### config.mk
export PLATFORM = sky130hd
export DESIGN_NAME = pulse_rise_fall_finder
export DESIGN_NICKNAME = d
export VERILOG_FILES = /design/src/sv/prf_pkg.sv /design/src/sv/prf_correct.sv /design/src/sv/prf_detect.sv /design/src/sv/pulse_rise_fall_finder.sv
export SDC_FILE = /design/constraint.sdc
export NUM_CORES = 1
export LEC_CHECK = 0
export BUFFER_PORTS_ARGS = -buffer_cell sky130_fd_sc_hd__buf_2
export CAP_MARGIN = 5
export CELL_PAD_IN_SITES_DETAIL_PLACEMENT = 1
export CELL_PAD_IN_SITES_GLOBAL_PLACEMENT = 1
export CORE_MARGIN = 1
export CORE_UTILIZATION = 42
export DETAILED_ROUTE_END_ITERATION = 16
export PLACE_DENSITY = 0.74
export SYNTH_ARGS = -nofsm -noshare
export SYNTH_HDL_FRONTEND = slang
export SYNTH_SLANG_ARGS = --single-unit
### constraint.sdc
create_clock -name aclk -period 7.4 [get_ports aclk]
set_input_delay 2.22 -clock aclk [delete_from_list [all_inputs] [get_ports aclk]]
set_output_delay 2.22 -clock aclk [all_outputs]
set_load 0.03 [all_outputs]
### src/sv/prf_pkg.sv
// Shared types and constants of the pulse rise/fall finder.
package prf_pkg;

    localparam int PED_W      = 14;
    localparam int THR_W      = 16;
    localparam int CFG_ADDR_W = 2;
    localparam int CFG_DATA_W = 16;
    localparam int IDX_OUT_W  = 12;
    localparam int PEAK_OUT_W = 15;

    // Register indexes of the configuration port.
    localparam logic [CFG_ADDR_W-1:0] REG_PEDESTAL       = 2'd0;
    localparam logic [CFG_ADDR_W-1:0] REG_POLARITY_NEG   = 2'd1;
    localparam logic [CFG_ADDR_W-1:0] REG_RISE_THRESHOLD = 2'd2;
    localparam logic [CFG_ADDR_W-1:0] REG_FALL_THRESHOLD = 2'd3;

    typedef struct packed {
        logic [PED_W-1:0]        pedestal;
        logic                    polarity_negative;
        logic signed [THR_W-1:0] rise_threshold;
        logic signed [THR_W-1:0] fall_threshold;
    } cfg_t;

    typedef struct packed {
        logic [PEAK_OUT_W-1:0] peak_height;
        logic [IDX_OUT_W-1:0]  peak_index;
        logic [IDX_OUT_W-1:0]  pulse_stop;
        logic [IDX_OUT_W-1:0]  pulse_start;
    } result_t;

endpackage

### src/sv/prf_correct.sv
// Pedestal subtraction and polarity correction of one raw sample.
module prf_correct #(
    parameter int SAMPLE_BITS = 14,
    localparam int CW = ((SAMPLE_BITS > prf_pkg::PED_W) ? SAMPLE_BITS : prf_pkg::PED_W) + 1
) (
    input  logic [SAMPLE_BITS-1:0]    raw,
    input  logic [prf_pkg::PED_W-1:0] pedestal,
    input  logic                      polarity_negative,
    output logic signed [CW-1:0]      corr
);

    logic signed [CW-1:0] diff;

    always_comb begin
        diff = $signed(CW'(raw)) - $signed(CW'(pedestal));
        corr = polarity_negative ? -diff : diff;
    end

endmodule

### src/sv/prf_detect.sv
// Slope detector: island state, running peak and the result register.
module prf_detect #(
    parameter int SAMPLE_BITS = 14,
    parameter int MAX_SAMPLES = 4096
) (
    input  logic                   aclk,
    input  logic                   aresetn,
    input  logic                   step,
    input  logic [SAMPLE_BITS-1:0] sample,
    input  logic                   first_of_island,
    input  prf_pkg::cfg_t          cfg,
    input  logic                   res_ready,
    output logic                   res_valid,
    output prf_pkg::result_t       res
);

    localparam int CW = ((SAMPLE_BITS > prf_pkg::PED_W) ? SAMPLE_BITS : prf_pkg::PED_W) + 1;
    localparam int WW = CW + 2;
    localparam int IW = $clog2(MAX_SAMPLES);
    localparam int OW = prf_pkg::IDX_OUT_W;
    localparam logic [IW-1:0] IDX_LAST = IW'(MAX_SAMPLES - 1);

    logic [SAMPLE_BITS-1:0] prev_reg, prev_next;
    logic                   open_reg, open_next;
    logic [IW-1:0]          start_reg, start_next;
    logic [IW-1:0]          pk_idx_reg, pk_idx_next;
    logic signed [CW-1:0]   pk_val_reg, pk_val_next;
    logic [IW-1:0]          cnt_reg, cnt_next;
    logic                   res_valid_reg, res_valid_next;
    prf_pkg::result_t       res_reg, res_next;

    logic signed [CW-1:0] s1, s2;
    logic signed [WW-1:0] ds, neg_ds, rise_ext, fall_ext;
    logic [IW-1:0]        idx;
    logic [IW+OW-1:0]     start_ext, idx_ext, pk_idx_ext;

    prf_correct #(.SAMPLE_BITS(SAMPLE_BITS)) u_corr_prev (
        .raw               (prev_reg),
        .pedestal          (cfg.pedestal),
        .polarity_negative (cfg.polarity_negative),
        .corr              (s1)
    );

    prf_correct #(.SAMPLE_BITS(SAMPLE_BITS)) u_corr_cur (
        .raw               (sample),
        .pedestal          (cfg.pedestal),
        .polarity_negative (cfg.polarity_negative),
        .corr              (s2)
    );

    always_comb begin
        ds       = WW'(s2) - WW'(s1);
        neg_ds   = -ds;
        rise_ext = WW'(cfg.rise_threshold);
        fall_ext = WW'(cfg.fall_threshold);
        idx      = (cnt_reg < IDX_LAST) ? cnt_reg + 1'b1 : IDX_LAST;

        // Indexes are reported modulo the 12-bit output field.
        start_ext  = {{OW{1'b0}}, start_reg};
        idx_ext    = {{OW{1'b0}}, idx};
        pk_idx_ext = {{OW{1'b0}}, pk_idx_reg};

        prev_next   = prev_reg;
        open_next   = open_reg;
        start_next  = start_reg;
        pk_idx_next = pk_idx_reg;
        pk_val_next = pk_val_reg;
        cnt_next    = cnt_reg;
        res_next    = res_reg;
        res_valid_next = res_valid_reg && !res_ready;

        if (step) begin
            prev_next = sample;
            if (first_of_island) begin
                cnt_next    = '0;
                open_next   = 1'b0;
                start_next  = '0;
                pk_idx_next = '0;
                pk_val_next = '0;
            end else begin
                cnt_next = idx;
                if (open_reg) begin
                    if (neg_ds > fall_ext) begin
                        res_next.pulse_start = start_ext[OW-1:0];
                        res_next.pulse_stop  = idx_ext[OW-1:0];
                        res_next.peak_index  = pk_idx_ext[OW-1:0];
                        res_next.peak_height = pk_val_reg[prf_pkg::PEAK_OUT_W-1:0];
                        res_valid_next = 1'b1;
                        open_next   = 1'b0;
                        start_next  = '0;
                        pk_idx_next = '0;
                        pk_val_next = '0;
                    end else if (s2 > pk_val_reg) begin
                        pk_idx_next = idx;
                        pk_val_next = s2;
                    end
                end else if (ds > rise_ext) begin
                    open_next   = 1'b1;
                    start_next  = cnt_reg;
                    pk_idx_next = idx;
                    pk_val_next = s2;
                end
            end
        end
    end

    always_ff @(posedge aclk) begin
        if (!aresetn) begin
            prev_reg      <= '0;
            open_reg      <= 1'b0;
            start_reg     <= '0;
            pk_idx_reg    <= '0;
            pk_val_reg    <= '0;
            cnt_reg       <= '0;
            res_valid_reg <= 1'b0;
        end else begin
            prev_reg      <= prev_next;
            open_reg      <= open_next;
            start_reg     <= start_next;
            pk_idx_reg    <= pk_idx_next;
            pk_val_reg    <= pk_val_next;
            cnt_reg       <= cnt_next;
            res_valid_reg <= res_valid_next;
        end
    end

    always_ff @(posedge aclk) begin
        res_reg <= res_next;
    end

    assign res_valid = res_valid_reg;
    assign res       = res_reg;

endmodule

### src/sv/pulse_rise_fall_finder.sv
// Top level of the slope-triggered pulse finder with its stream and configuration ports.

// The block takes one sample beat per clock cycle and keeps that rate as long as the result
// side does not stall. An accepted sample beat sits in the input register; when it moves on,
// the correction and slope compares load the result register, so the result beat of the sample
// that closes a pulse is offered from the result register, held back while an earlier result
// beat is still waiting. Samples that open, extend or drop a pulse produce no beat.
// Configuration writes take effect at the next edge and should only be made while idle.
module pulse_rise_fall_finder #(
    parameter int SAMPLE_BITS = 14,
    parameter int MAX_SAMPLES = 4096,
    localparam int IN_TDATA_W  = ((SAMPLE_BITS + 7) / 8) * 8,
    localparam int OUT_TDATA_W = 56
) (
    input  logic                                aclk,
    input  logic                                aresetn,
    input  logic                                cfg_we,
    input  logic [prf_pkg::CFG_ADDR_W-1:0]      cfg_addr,
    input  logic [prf_pkg::CFG_DATA_W-1:0]      cfg_wdata,
    input  logic                                s_axis_tvalid,
    output logic                                s_axis_tready,
    input  logic [IN_TDATA_W-1:0]               s_axis_tdata,   // sample
    input  logic                                s_axis_tuser,   // first_of_island
    output logic                                m_axis_tvalid,
    input  logic                                m_axis_tready,
    // pulse_start[11:0], pulse_stop[23:12], peak_index[35:24], peak_height[50:36]
    output logic [OUT_TDATA_W-1:0]              m_axis_tdata
);

    prf_pkg::cfg_t          cfg_reg;
    logic                   in_valid_reg;
    logic [SAMPLE_BITS-1:0] in_sample_reg;
    logic                   in_first_reg;
    logic                   advance;
    logic                   res_valid;
    prf_pkg::result_t       res;

    always_ff @(posedge aclk) begin
        if (!aresetn) begin
            cfg_reg <= '0;
        end else if (cfg_we) begin
            case (cfg_addr)
                prf_pkg::REG_PEDESTAL:       cfg_reg.pedestal <= cfg_wdata[prf_pkg::PED_W-1:0];
                prf_pkg::REG_POLARITY_NEG:   cfg_reg.polarity_negative <= cfg_wdata[0];
                prf_pkg::REG_RISE_THRESHOLD: cfg_reg.rise_threshold <= $signed(cfg_wdata);
                prf_pkg::REG_FALL_THRESHOLD: cfg_reg.fall_threshold <= $signed(cfg_wdata);
                default: begin
                end
            endcase
        end
    end

    // The held beat moves on whenever the result register is empty or being emptied.
    assign advance       = in_valid_reg && (!res_valid || m_axis_tready);
    assign s_axis_tready = !in_valid_reg || advance;

    always_ff @(posedge aclk) begin
        if (!aresetn) begin
            in_valid_reg <= 1'b0;
        end else if (s_axis_tready) begin
            in_valid_reg <= s_axis_tvalid;
        end
    end

    always_ff @(posedge aclk) begin
        if (s_axis_tvalid && s_axis_tready) begin
            in_sample_reg <= s_axis_tdata[SAMPLE_BITS-1:0];
            in_first_reg  <= s_axis_tuser;
        end
    end

    prf_detect #(
        .SAMPLE_BITS (SAMPLE_BITS),
        .MAX_SAMPLES (MAX_SAMPLES)
    ) u_detect (
        .aclk            (aclk),
        .aresetn         (aresetn),
        .step            (advance),
        .sample          (in_sample_reg),
        .first_of_island (in_first_reg),
        .cfg             (cfg_reg),
        .res_ready       (m_axis_tready),
        .res_valid       (res_valid),
        .res             (res)
    );

    assign m_axis_tvalid = res_valid;
    assign m_axis_tdata  = {5'b0, res.peak_height, res.peak_index, res.pulse_stop,
                            res.pulse_start};

`ifndef SYNTHESIS
    a_stall_only_from_output: assert property (@(posedge aclk) disable iff (!aresetn)
        !s_axis_tready |-> (m_axis_tvalid && !m_axis_tready))
        else $error("input stalled while the result side was free");

    a_island_start_no_result: assert property (@(posedge aclk) disable iff (!aresetn)
        (advance && in_first_reg) |=> !m_axis_tvalid)
        else $error("island start produced a result beat");

    a_peak_inside_pulse: assert property (@(posedge aclk) disable iff (!aresetn)
        (m_axis_tvalid && (MAX_SAMPLES <= 4096)) |->
        (res.pulse_start <= res.peak_index && res.peak_index <= res.pulse_stop))
        else $error("peak index outside the pulse");
`endif

endmodule
=== After elaboration in Yosys (flattened, before gate mapping) ===
Index checks and enable logic that the tools add are counted.

* Memory bits (writable): 0
* Latch bits: 0
* Memories: 0
* Logic and storage cells: 78
* Output and inout bits: 58
* Input port bits: 40
* Register bits after elaboration: 181
* ROM bits: 0

* Divide/modulo/power cells: 0
* Add/subtract/negate cells: 7
* Magnitude comparators: 4
* Bitwise operators: 1
* Multiplexer cells: 26
* Multipliers: 0
* Eq/ne operators: 5
* Reduce and logical (&&, ||, !) cells: 17
* Shifts and indexed selects: 0

{| class="wikitable"
|+ Operators with widths
! cell !! number
|-
| 12-bit two-way mux || 11
|-
| 15-bit two-way mux || 7
|-
| 15-bit negator || 2
|-
| 14-bit by 14-bit subtractor with 15-bit output || 2
|-
| 17-bit by 16-bit > comparator with 1-bit output || 1
|-
| 16-bit negator with 17-bit output || 1
|-
| 16-bit > comparator || 1
|-
| 15-bit by 15-bit subtractor with 16-bit output || 1
|-
| 15-bit > comparator || 1
|-
| 12-bit by 1-bit adder with 12-bit output (second input constant) || 1
|-
| 12-bit < comparator (second input constant) || 1
|-
| 1-bit two-way mux || 8
|-
| 2-bit AND reduction || 4
|-
| 3-bit AND reduction || 2
|-
| 2-bit equality test (second input constant) || 2
|-
| 4-bit != test (second input constant) || 1
|-
| 4-bit AND reduction || 1
|-
| 1-bit logical AND || 3
|-
| 1-bit zero test || 3
|-
| 3-bit != test (second input constant) || 1
|-
| 3-bit nonzero test || 1
|-
| 2-bit by 1-bit equality test with 1-bit output (second input constant) || 1
|-
| 2-bit zero test || 1
|-
| 1-bit logical OR || 2
|-
| 1-bit NOT || 1
|}

=== Logic depth before layout (Yosys ltp) ===
Gate-level depths: netlist of the first run.

* Word-level depth: 10
* Gate-level depth with buffers: 34
* Gate-level depth less buffers: 33

=== Hierarchy ===
A second synthesis of the first run with hierarchy kept.

* Cells, all modules: 1,154
* Area total of the unflattened synthesis: 11,035.6 um^2

{| class="wikitable"
|+ Modules (own cells, without submodules)
! module !! seq. area each (um^2) !! cells each !! area each (um^2) !! instances
|-
| prf_detect || 2,872.8 || 645 || 6,600.1 || 1
|-
| pulse_rise_fall_finder || 1,411.4 || 201 || 2,308.5 || 1
|-
| prf_correct || 0.0 || 154 || 1,063.5 || 2
|}

=== Least setup slack after synthesis of the first run ===
Ideal clock, no wire load.

* Path type: reg-to-reg
* From: register in_sample_reg[0]
* To: register u_detect.res_reg (netlist bit u_detect.res[0]) (enable)
* Setup time: 0.405 ns
* Cell stages (with the launch flop): 27
* Path slack: 0.433 ns
* Period minus slack after synthesis: 6.967 ns
* Arrival time: 6.562 ns
* Required time: 6.995 ns
* Path buffers: 0
* Cells stage by stage: edfxtp_1 > inv_1 > ha_1 > fa_1 > ha_1 > nand2_1 > o21ai_0 > ha_1 > a21o_1 > a21oi_1 > o21bai_1 > a21o_1 > xnor2_1 > inv_1 > or3_1 > or2_2 > nor4_1 > or4b_1 > nor3_2 > xor2_1 > ha_1 > nand3_1 > o21ai_0 > a21oi_1 > o22ai_1 > nand3_1 > inv_1

* Cells in the longest elaborated chain, start to end: 7

{| class="wikitable"
|+ Ends and longest elaborated chain
! element !! line !! source
|-
| from (decl) || pulse_rise_fall_finder.sv:32 || <nowiki>logic [SAMPLE_BITS-1:0] in_sample_reg;</nowiki>
|-
| from (signal assigned) || pulse_rise_fall_finder.sv:67 || <nowiki>in_sample_reg <= s_axis_tdata[SAMPLE_BITS-1:0];</nowiki>
|-
| 14-bit by 14-bit subtractor with 15-bit output * || prf_correct.sv:15 || <nowiki>diff = $signed(CW'(raw)) - $signed(CW'(pedestal));</nowiki>
|-
| 15-bit negator || prf_correct.sv:16 || <nowiki>corr = polarity_negative ? -diff : diff;</nowiki>
|-
| 15-bit two-way mux * || prf_correct.sv:16 ||
|-
| 15-bit by 15-bit subtractor with 16-bit output * || prf_detect.sv:52 || <nowiki>ds = WW'(s2) - WW'(s1);</nowiki>
|-
| 16-bit negator with 17-bit output * || prf_detect.sv:53 || <nowiki>neg_ds = -ds;</nowiki>
|-
| 17-bit by 16-bit > comparator with 1-bit output * || prf_detect.sv:83 || <nowiki>if (neg_ds > fall_ext) begin</nowiki>
|-
| 4-bit AND reduction (no source line) * || n/a ||
|-
| to (signal assigned) || prf_detect.sv:128 || <nowiki>res_reg <= res_next;</nowiki>
|-
| to (decl) || prf_detect.sv:30 || <nowiki>prf_pkg::result_t res_reg, res_next;</nowiki>
|}

Mark *: on every way between the ends. The rest lies on a longest branch, timed or not.
A chain may end at the register's enable or synchronous reset.

=== Worst setup path after layout of the first run ===
* From: register in_sample_reg[0]
* To: register u_detect.pk_idx_reg[11]

* Cells in the longest elaborated chain, start to end: 9
* Elaborated cells between the ends (all ways): 14
* Classes of those cells: add/sub: 4; order compare: 3; eq/ne: 1; mux: 4; reduce/logical: 2

{| class="wikitable"
|+ Ends and longest elaborated chain
! element !! line !! source
|-
| 14-bit by 14-bit subtractor with 15-bit output * || prf_correct.sv:15 ||
|-
| 15-bit negator || prf_correct.sv:16 ||
|-
| 15-bit two-way mux * || prf_correct.sv:16 ||
|-
| 15-bit by 15-bit subtractor with 16-bit output || prf_detect.sv:52 ||
|-
| 16-bit negator with 17-bit output || prf_detect.sv:53 ||
|-
| 17-bit by 16-bit > comparator with 1-bit output || prf_detect.sv:83 ||
|-
| 12-bit two-way mux || prf_detect.sv:83 ||
|-
| 12-bit two-way mux || prf_detect.sv:82 || <nowiki>if (open_reg) begin</nowiki>
|-
| 12-bit two-way mux || prf_detect.sv:74 || <nowiki>if (first_of_island) begin</nowiki>
|-
| to (signal assigned) || prf_detect.sv:120 || <nowiki>pk_idx_reg <= pk_idx_next;</nowiki>
|-
| to (decl) || prf_detect.sv:26 || <nowiki>logic [IW-1:0] pk_idx_reg, pk_idx_next;</nowiki>
|}

Marks and branches as above.

==> metrics.yaml, run 1 <==
run_status:
  outcome: "finished, final reports clean"
die:
  die-area_sq_um: 27280
  boundaryPins: 98
  start_util_pct: 42.91
  num_rows: 59
  coreArea_sq_um: 26060
  fp.dieH_um: 165.2
  die_x_um: 165.2
global_route:
  grt_pass1_vias: 9479
  grt.overflow.total: 0
  grtUsageTotal_pct: 23.59
  antenna_found_initial: 0
  grt_pass1_wl_um: 49750
  grt_max_degree: 78
detailed_routing:
  routed_wl_um: 31390
  drt-wirelength-per-cell_um: 18.74
  wl_met2_um: 15130
  dr.max_layer_used: "met4"
  drt-initial-drc-count: 459
  drt_pre_antenna_iters: 4
  ant_nets: 0
  post_drt_via_cell_ratio: 5.456
  drcViolationCount: 0
  m1WireLength_um: 14660
  vias: 9139
  wl_met3_um: 838
yosys:
  synth_edf_count: 66
  yosysWarnings: 0
  synth_cell_types: 91
  synth_seq_cells: 181
  syn_area_sq_um: 11180
  synth_top_area_share_pct: 20.59
  yosysSeqAreaShare_pct: 38.32
  async_flop_share_pct: 0
  syn_avg_cell_area_sq_um: 9.202
  synthFlopType: "dfxtp_1"
  netlist_top_cells_area: "dfxtp_1, edfxtp_1, ha_1"
  syn_inst: 1215
  yosysTopAreaCell: "dfxtp_1"
  synth.most_common_cell: "nand2_1"
  yosys-top-cells-count: "nand2_1, dfxtp_1, ha_1"
flow_run:
  drv_cap: 0
placement:
  portBuffers: 90
  detailed_place_hpwl_um: 23130
  placed_cells: 1628
  gp_congestion: 0.8618
  preCtsSetupSlack_ps: -27.84
setup_path:
  crit_path_max_incr_delay_ps: 490
  start_kind: "register"
  endpoint_kind: "register"
  reg2reg_depth: 33
  crit_path_top_delay_cell: "fa_1"
  worstReg2RegEnd: "u_detect.pk_idx_reg[11]"
  required_ps: 7760
  cp-startpoint: "in_sample_reg[0]"
  worst-endpoint-arrival_ps: 7440
  r2r_slack_ps: 320
  criticalPathCategory: "register to register"
  r2r_start: "in_sample_reg[0]"
  crit_top_cell: "ha_1"
  cp_max_fo: 5
worst_hold_path:
  hold_end: "u_detect.res[27]"
  min_from: "u_detect.pk_idx_reg[3]"
  holdPathStages: 0
  holdCritPathClass: "register to register"
power_and_ir_drop:
  ir_drop_uv: 153.9
  p_per_area_nw_per_um2: 311.2
  p_leak_nw: 4.956
  finalPower_mw: 4.087
timing:
  fin_worst_skew_ps: 24.02
  hold_viol: 0
  drv_slew: 0
  worst_pin_slew_ps: 975.5
  min_period_ps: 7084
  fin_ws_ps: 316.3
  slew_headroom_pct: 34.72
  finalCritPeriodShare_pct: 95.73
  fmax_ghz: 0.1412
  setup_viol: 0
final_layout:
  drive_gt1_share_pct: 18.51
  multiInputGateArea_sq_um: 6579
  seqCellArea_sq_um: 4285
  final_cells: 1675
  final_nets: 1459
  nFillCells: 3027
  syn_to_final_growth_pct: 17.48
  diodes: 0
  largest_register_ffs: 51
  final_util_pct: 50.41
clock_tree:
  cts_tree: "yes"
  cts_buffers: 17
  clk_path_buf_depth: 2
  clkTransAtPathRegs_ps: 90
  clock-sinks: 181
  clkLatencyLatePin_ps: 450
  h-tree-depth: 4
  cts_hold_buf: 0
  cts_root_buf: "clkbuf_16"
## cell families (layout without fill, tap and decap cells)
family,count (synthesis),in the layout,synth area share (%)
adder cells (fa/ha/maj),93,93,10.59
AO/OA/AOI/OAI,274,274,18.34
flip-flops,181,181,38.32
multiplexers,34,34,3.066
other,1,5,0.03354
buffers and inverters,132,253,4.868
XOR/XNOR,81,81,7.050
AND/OR/NAND/NOR,419,419,17.74
## worst max-delay path: cells and delay by family (launching register included)
kind | cells | cell delay (ps)
simple gates | 8 | 1590
mux | 1 | 210
flops | 1 | 380
compound gates | 11 | 2080
buf+inv | 5 | 700
fa+ha+maj | 4 | 1320
xor+xnor | 4 | 710
## placed cells by master, fill, tap and decap left out, types with 40 or more instances in the layout
cell type  netlist  routed
buf_4            6      44
nor2_1          53      53
buf_2            3      89
inv_1           78      77
nand2_1        198     197
a21oi_1         44      40
a21boi_0        66      65
ha_1            89      88
xnor2_1         43      41
dfxtp_1        115     114
nand3_1         48      48
edfxtp_1        66      66
## what timing repair did
item,CTS,global route
pin swaps,0,10
cloned,0,2
resized for setup,3,42
endpoints found under the hold margin,0,0
setup buffers,0,13
setup endpoints to repair,19,91
## worst max path at each step
stage                              end  slack (ps)  cells past startpoint
6_report       u_detect.pk_idx_reg[11]         320                     33
5_1_grt         u_detect.pk_val_reg[1]         -80                     32
4_1_cts         u_detect.pk_idx_reg[0]         -40                     30
3_5_place_dp     u_detect.start_reg[5]         -30                     27
3_3_place_gp   u_detect.pk_val_reg[13]         220                     31
2_1_floorplan          u_detect.res[0]         430                     26
## per-layer routing
layer	vias up	GRT usage (%)
met3	42	3.372
met1	4469	30.55
met2	141	39.86
li1	4487	-
met5	-	0
met4	0	8.257
## power breakdown
part / switching, mW / total [mW] / internal, mW
sequential: 0.0235 / 1.08 / 1.06
clock: 0.490 / 0.948 / 0.458
combinational: 1.19 / 2.05 / 0.869
total: 1.70 / 4.09 / 2.39
## area by class of cell
type	instances	share of cell area (%)
multi-input cells	906	50.09
clock buffers	17	3.239
flip-flops and latches	181	32.63
clock inverters	15	1.353
repair buffers	142	7.249
inverters	79	2.258
well taps	335	3.191
## metrics by stage
stage / instance area, sq um / hold slack, ps / TNS (ps)
finish: 13140 / 424.8 / 0
global route: 13140 / 445.7 / -1045
CTS: 12760 / 432.9 / -38.83
detailed placement: 12150 / 418.7 / -168.3
global placement: 12150 / 414.1 / 0
floorplan: 11200 / 408.1 / 0
Power figures use the tool's default switching activity.
==> run 2, diff against run 1 <==
--- a/config.mk
+++ b/config.mk
@@ -10,9 +10,10 @@
 export CELL_PAD_IN_SITES_DETAIL_PLACEMENT = 1
 export CELL_PAD_IN_SITES_GLOBAL_PLACEMENT = 1
 export CORE_MARGIN = 1
-export CORE_UTILIZATION = 42
+export CORE_UTILIZATION = 43
 export DETAILED_ROUTE_END_ITERATION = 16
-export PLACE_DENSITY = 0.74
+export PLACE_DENSITY = 0.75
 export SYNTH_ARGS = -nofsm -noshare
 export SYNTH_HDL_FRONTEND = slang
+export SYNTH_HIERARCHICAL = 1
 export SYNTH_SLANG_ARGS = --single-unit
==> run 2 against run 1 <==
Final cell count fell by 3.0%. Critical path depth decreased by 5. Register-to-register slack worse by 360 ps. Routed wire length rose by 1.9%. Clock skew down 9.9 ps. Synthesized area fell by 1.3%. Sequential cell count is the same. Global-route usage decreased by 0.074 points. The flow now finishes with violations (setup timing). Sequential share of layout area hardly changed. Maximum frequency fell by 4.8%. Cell area grew 0.11%. Synthesized cell count down 5.0%.
==> metrics.yaml, run 2 <==
yosys:
  synth_seq_cells: 181  # unchanged
  synth_cell_types: 86  # -5.5%
  yosysWarnings: 6  # +6
  synth_top_area_share_pct: 20.86  # +0.27 points
  async_flop_share_pct: 0  # unchanged
  yosys-top-cells-count: "inv_1, nand2_1, dfxtp_1"
  syn_area_sq_um: 11040  # -1.3%
  yosysTopAreaCell: "dfxtp_1"
  syn_avg_cell_area_sq_um: 9.563  # +3.9%
  syn_inst: 1154  # -5.0%
  synth.most_common_cell: "inv_1"
  netlist_top_cells_area: "dfxtp_1, edfxtp_1, ha_1"
  yosysSeqAreaShare_pct: 38.82  # +0.50 points
  synthFlopType: "dfxtp_1"
  synth_edf_count: 66  # unchanged
power_and_ir_drop:
  p_sw_share_pct: 43.08  # +1.5 points
  p_switching_mw: 1.916  # +13%
  seqPwrFrac_pct: 24.9  # -1.6 points
  p_clk_share_pct: 22.0  # -1.2 points
  p_int_mw: 2.532  # +6.0%
  p_leak_nw: 5.684  # +15%
  combinationalPowerShare_pct: 53.1  # +2.8 points
  finalPower_mw: 4.448  # +8.8%
  p_per_area_nw_per_um2: 338.2  # +8.7%
  ir_drop_uv: 198.7  # +29%
detailed_routing:
  ant_nets: 0  # unchanged
  drt-initial-drc-count: 372  # -19%
  post_drt_via_cell_ratio: 5.613  # +2.9%
  drt-wirelength-per-cell_um: 19.69  # +5.1%
  vias: 9116  # -0.25%
  drt_pre_antenna_iters: 5  # +1
  routed_wl_um: 31980  # +1.9%
  drcViolationCount: 0  # unchanged
final_layout:
  final_cell_mix: "inv_1, nand2_1, dfxtp_1, ha_1, buf_2"
  multiInputGateArea_sq_um: 6370  # -3.2%
  largest_register_ffs: 51  # unchanged
  drive_gt1_share_pct: 19.24  # +0.74 points
  final_common_cell: "inv_1"
  final_nets: 1418  # -2.8%
  seqCellArea_sq_um: 4289  # about the same
  nFillCells: 2853  # -5.7%
  diodes: 0  # unchanged
  syn_to_final_growth_pct: 19.15
timing:
  rsz0062_at_grt: "yes"
  hold_ws_ps: 440.0  # +15.15 ps
  setup_viol: 62  # +62
  hold_viol: 0  # unchanged
  worst_pin_slew_ps: 970.5  # -5.065 ps
  slew_headroom_pct: 35.30  # +0.58 points
  fin_ws_ps: -42.49  # -358.8 ps
  drv_slew: 0  # unchanged
  fmax_ghz: 0.1344  # -4.8%
  finalCritPeriodShare_pct: 100.6  # +4.8 points
  fin_worst_skew_ps: 14.16  # -9.857 ps
  min_period_ps: 7442  # +358.8 ps
setup_path:
  worst-endpoint-arrival_ps: 7600  # +160 ps
  crit_path_max_incr_delay_ps: 530  # +40 ps
  start_kind: "register"
  r2r_slack_ps: -40  # -360 ps
  criticalPathCategory: "register to register"
  required_ps: 7550  # -210 ps
  cp_max_fo: 10  # +5
  crit_path_top_delay_cell: "or4b_4"
  endpoint_kind: "register"
run_status:
  violations: "setup timing"
  outcome: "complete, but fails checks"
placement:
  detailed_place_hpwl_um: 22910  # -0.96%
  gp_congestion: 0.8089  # -6.1%
  portBuffers: 90  # unchanged
  preCtsSetupSlack_ps: -224.7  # -196.8 ps
clock_tree:
  cts_root_buf: "clkbuf_16"
  cts_buffers: 17  # unchanged
  clkTransAtPathRegs_ps: 90  # about the same
  cts_hold_buf: 0  # unchanged
  h-tree-depth: 4  # unchanged
  clkLatencyLatePin_ps: 440  # about the same
  cts_tree: "yes"
  clk_path_buf_depth: 2  # unchanged
  clock-sinks: 181  # unchanged
global_route:
  grtUsageTotal_pct: 23.52  # -0.074 points
  grt_max_degree: 65  # -17%
  grt_pass1_wl_um: 48180  # -3.2%
  grt_util_met1_pct: 29.94  # -0.61 points
  busiest_layer: "met2"
  grt_use_met3_pct: 2.528  # -0.84 points
  met2_usage_pct: 41.40  # +1.5 points
  antenna_found_initial: 0  # unchanged
  grt.overflow.total: 0  # unchanged
  grt_pass1_vias: 9111  # -3.9%
die:
  coreArea_sq_um: 25180  # -3.4%
  die_x_um: 162.2  # -1.8%
  start_util_pct: 43.82  # +0.92 points
  fp.dieH_um: 162.2  # -1.8%
  die-area_sq_um: 26310  # -3.6%
  num_rows: 58  # -1.7%
  boundaryPins: 98  # unchanged
worst_hold_path:
  holdCritPathClass: "register to register"
flow_run:
  drv_cap: 0  # unchanged
-- run 2: changes by cell type in the layout (fill, tap and decap cells not counted), sizes merged, moves of 8 or more --
| cell | change |
|---|---|
| and3 | +23 |
| a221o | +11 |
| nand3 | -30 |
| inv | +39 |
| a22o | +26 |
| nand2 | -83 |
| xnor2 | -8 |
| mux2i | +33 |
| a21boi | -63 |
| a32o | -12 |
-- run 2: worst max-delay path, delay by kind of cell (launching register included) --
kind	cells	cell delay, ps
buffers and inverters	3	540
DFF	1	440
and+or+nand+nor	9	2760
xor gates and xnor gates	3	430
AOI/OAI and AO/OA	10	2060
adders and majority gates	3	930
-- run 2: layout make-up --
class | count | area share [%]
flip-flops and latches | 181 | 32.62
well taps | 330 | 3.140
clock inverters | 15 | 1.627
multi-input cells | 817 | 48.44
clock buffers | 17 | 3.235
inverters | 117 | 3.340
repair buffers | 147 | 7.593
-- run 2: cells by family after synthesis --
family	after synthesis	synth area share [%]
flops	181	38.82
xor+xnor	75	5.952
simple gates	331	15.33
mux	68	6.202
other cells	1	0.03398
buf+inv	160	6.190
fa+ha+maj	97	11.20
compound gates	241	16.27
-- run 2: through the flow --
stage / std cells / TNS [ps] / util (%) / cell area [sq um]
global route: 1624 / -21450 / 52.22 / 13150
CTS: 1604 / 0 / 50.37 / 12680
detailed placement: 1571 / -16860 / 47.60 / 11990
floorplan: 1158 / 0 / - / 11050
global placement: 1571 / -3314 / 47.60 / 11990
finish: 1624 / -1381 / 52.22 / 13150
-- run 2: what timing repair did --
item | CTS | global route
resized for setup | 10 | 55
endpoints found under the hold margin | 0 | 0
endpoints found under the setup margin | 92 | 92
setup buffers | 1 | 15
pin swaps | 0 | 18
cloned | 0 | 5
-- run 2: final timing paths --
| path | from | endpoint | depth (start not counted) |
|---|---|---|---|
| max | in_sample_reg[1] | u_detect/res[48] | 28 |
| min reg2reg | u_detect/pk_idx_reg[0] | u_detect/res[24] | 0 |
| min | u_detect/pk_idx_reg[0] | u_detect/res[24] | 0 |
| max reg2reg | in_sample_reg[1] | u_detect/res[48] | 28 |
-- run 2: routing by layer --
layer,wire [um],vias to the layer above
li1,-,4369
met1,14080,4487
met2,16010,226
met3,1175,34
met4,709,0
met5,0,-
-- run 2: power groups by stage --
stage	combinational [mW]	sequential (mW)	clock [mW]
5_1_grt	2.56	1.11	1.03
6_report	2.36	1.11	0.977
4_1_cts	2.09	1.11	0.994
3_5_place_dp	2.02	1.13	0
2_1_floorplan	1.41	1.12	0
3_3_place_gp	1.95	1.13	0
==> run 3, diff against run 2 <==
--- a/config.mk
+++ b/config.mk
@@ -10,9 +10,10 @@
 export CELL_PAD_IN_SITES_DETAIL_PLACEMENT = 1
 export CELL_PAD_IN_SITES_GLOBAL_PLACEMENT = 1
 export CORE_MARGIN = 1
-export CORE_UTILIZATION = 43
+export CORE_UTILIZATION = 47
 export DETAILED_ROUTE_END_ITERATION = 16
-export PLACE_DENSITY = 0.75
+export GPL_ROUTABILITY_DRIVEN = 0
+export PLACE_DENSITY = 0.78
 export SYNTH_ARGS = -nofsm -noshare
 export SYNTH_HDL_FRONTEND = slang
 export SYNTH_HIERARCHICAL = 1
==> constraint.sdc (replaced) <==
create_clock -name aclk -period 7 [get_ports aclk]
set_input_delay 2.1 -clock aclk [delete_from_list [all_inputs] [get_ports aclk]]
set_output_delay 2.1 -clock aclk [all_outputs]
set_load 0.03 [all_outputs]
==> run 3 against run 2 <==
The run still ends with setup timing left. Combinational power grew 36%. Sequential share of layout area fell by 2.4 points. Clock skew rose by 4.5 ps. Largest cell class unchanged.
==> metrics.yaml, run 3 (synthesis gave the netlist of run 2 again) <==
run_status:
  outcome: "complete, but fails checks"
  violations: "setup timing"
timing:
  hold_ws_ps: 440.7  # +0.7280 ps
  drv_slew: 0  # unchanged
  setup_viol: 92  # +48%
  finalCritPeriodShare_pct: 104.1  # +3.5 points
  rsz0062_at_grt: "yes"
  fin_ws_ps: -288.6  # -246.1 ps
  fmax_ghz: 0.1372  # +2.1%
  min_period_ps: 7289  # -153.9 ps
  worst_pin_slew_ps: 1027  # +56.82 ps
  fin_worst_skew_ps: 18.62  # +4.460 ps
  hold_viol: 0  # unchanged
  slew_headroom_pct: 30.79  # -4.5 points
placement:
  placed_area_sq_um: 12630  # +5.4%
  detailed_place_hpwl_um: 24100  # +5.2%
  portBuffers: 90  # unchanged
  placed_cells: 1639  # +4.3%
final_layout:
  final_common_cell: "buf_4"
  final_nets: 1515  # +6.8%
  syn_to_final_growth_pct: 28.73
  largest_register_ffs: 51  # unchanged
  final_cells: 1704  # +4.9%
  drive_gt1_share_pct: 27.75  # +8.5 points
  final_cell_mix: "buf_4, nand2_1, inv_1, dfxtp_1, buf_2"
  design_area_sq_um: 14210  # +8.0%
  diodes: 0  # unchanged
detailed_routing:
  vias: 9966  # +9.3%
  drt-initial-drc-count: 598  # +61%
  ant_nets: 0  # unchanged
  drt-wirelength-per-cell_um: 22.28  # +13%
  drcViolationCount: 0  # unchanged
  post_drt_via_cell_ratio: 5.849  # +4.2%
  routed_wl_um: 37960  # +19%
  drt_pre_antenna_iters: 5  # unchanged
clock_tree:
  cts_tree: "yes"
  cts_root_buf: "clkbuf_16"
  clkTransAtPathRegs_ps: 80  # about the same
  cts_buffers: 17  # unchanged
  clk_path_buf_depth: 2  # unchanged
  h-tree-depth: 4  # unchanged
  clkLatencyLatePin_ps: 460  # +20 ps
  clock-sinks: 181  # unchanged
  cts_hold_buf: 0  # unchanged
setup_path:
  cp_max_fo: 5  # -5
  endpoint_kind: "register"
  reg2reg_depth: 34  # +21%
  worstReg2RegEnd: "u_detect/res[30]"
  r2r_slack_ps: -290  # -250 ps
  crit_end: "u_detect/res[30]"
  criticalPathCategory: "register to register"
  crit_family: "simple AND/OR/NAND/NOR gates"
  cp-startpoint: "cfg_reg[34]"
  cp.depth: 34  # +21%
  r2r_start: "cfg_reg[34]"
  crit_path_top_delay_cell: "or4_4"
  crit_path_max_incr_delay_ps: 540  # about the same
  required_ps: 7180  # -370 ps
  worst-endpoint-arrival_ps: 7470  # -130 ps
  start_kind: "register"
  cp_num_buf_inv: 8  # +5
die:
  die_x_um: 155.2  # -4.3%
  die-area_sq_um: 24100  # -8.4%
  coreArea_sq_um: 22850  # -9.3%
  num_rows: 55  # -5.2%
  start_util_pct: 48.30  # +4.5 points
  boundaryPins: 98  # unchanged
  fp.dieH_um: 155.2  # -4.3%
power_and_ir_drop:
  p_per_area_nw_per_um2: 379.9  # +12%
  finalPower_mw: 5.396  # +21%
  p_leak_nw: 6.246  # +9.9%
  ir_drop_uv: 231.6  # +17%
global_route:
  grt.overflow.total: 0  # unchanged
  grt_pass1_vias: 10066  # +10%
  grtUsageTotal_pct: 28.70  # +5.2 points
  grt_pass1_wl_um: 53170  # +10%
  grt_max_degree: 74  # +14%
  antenna_found_initial: 0  # unchanged
flow_run:
  drv_cap: 0  # unchanged
worst_hold_path:
  holdCritPathClass: "register to register"
run 3: changes by cell type in the layout (fill, tap and decap cells not counted), moves of 4 or more:
cell and change:
buf_4 +86, buf_6 +8, ha_1 -6, ha_4 +6, inv_1 -5, inv_2 +5
dfxtp_2 +4, inv_12 -4, inv_8 +4, xnor2_1 -4
run 3: per-stage QoR:
stage / TNS (ps) / utilization (%) / setup slack, ps
after floorplan: 0 / - / 127.1
after global routing: -33730 / 62.18 / -440.3
after global placement: -23360 / 55.28 / -300.7
after CTS: -13370 / 59.79 / -203.1
final: -19780 / 62.18 / -288.6
after detailed placement: -35230 / 55.28 / -420.1
run 3: power breakdown:
part	total [mW]	switching, mW	internal [mW]
Sequential	1.17	0.0393	1.13
Combinational	3.20	1.75	1.45
Clock	1.03	0.506	0.521
run 3: cell type report:
cell class	count	area, sq um
clock buffers	17	425.4
clock inverters	15	206.4
fillers	2545	8641
inverters	117	439.2
multi-input cells	817	6644
flip-flops and latches	181	4290
well taps	313	391.6
repair buffers	244	1809
run 3: what timing repair did:
action,in CTS,in global routing
buffers inserted,15,17
pin swaps,11,63
gates resized for setup,38,87
gates cloned,4,3
endpoints found under the setup margin,92,92
run 3: per-layer routing:
| layer | vias up | wire length, um | share of wire, % | global-route usage (%) |
|---|---|---|---|---|
| li1 | 4558 | - | - | - |
| met1 | 4943 | 15310 | 40 | 33.79 |
| met2 | 353 | 19500 | 51 | 51.74 |
| met3 | 112 | 1511 | 4.0 | 3.677 |
| met4 | 0 | 1641 | 4.3 | 13.54 |
| met5 | - | 0 | 0 | 0 |
run 3: worst min path at each step:
stage	from	endpoint	slack [ps]	cells after the start
after floorplan	u_detect/pk_idx_reg[0]	u_detect/res[24]	410	0
after global placement	u_detect/pk_idx_reg[9]	u_detect/res[33]	420	0
after detailed placement	u_detect/pk_idx_reg[2]	u_detect/res[26]	420	0
after CTS	u_detect/pk_idx_reg[2]	u_detect/res[26]	440	0
after global routing	u_detect/pk_idx_reg[11]	u_detect/res[35]	460	0
final	u_detect/pk_idx_reg[11]	u_detect/res[35]	440	0
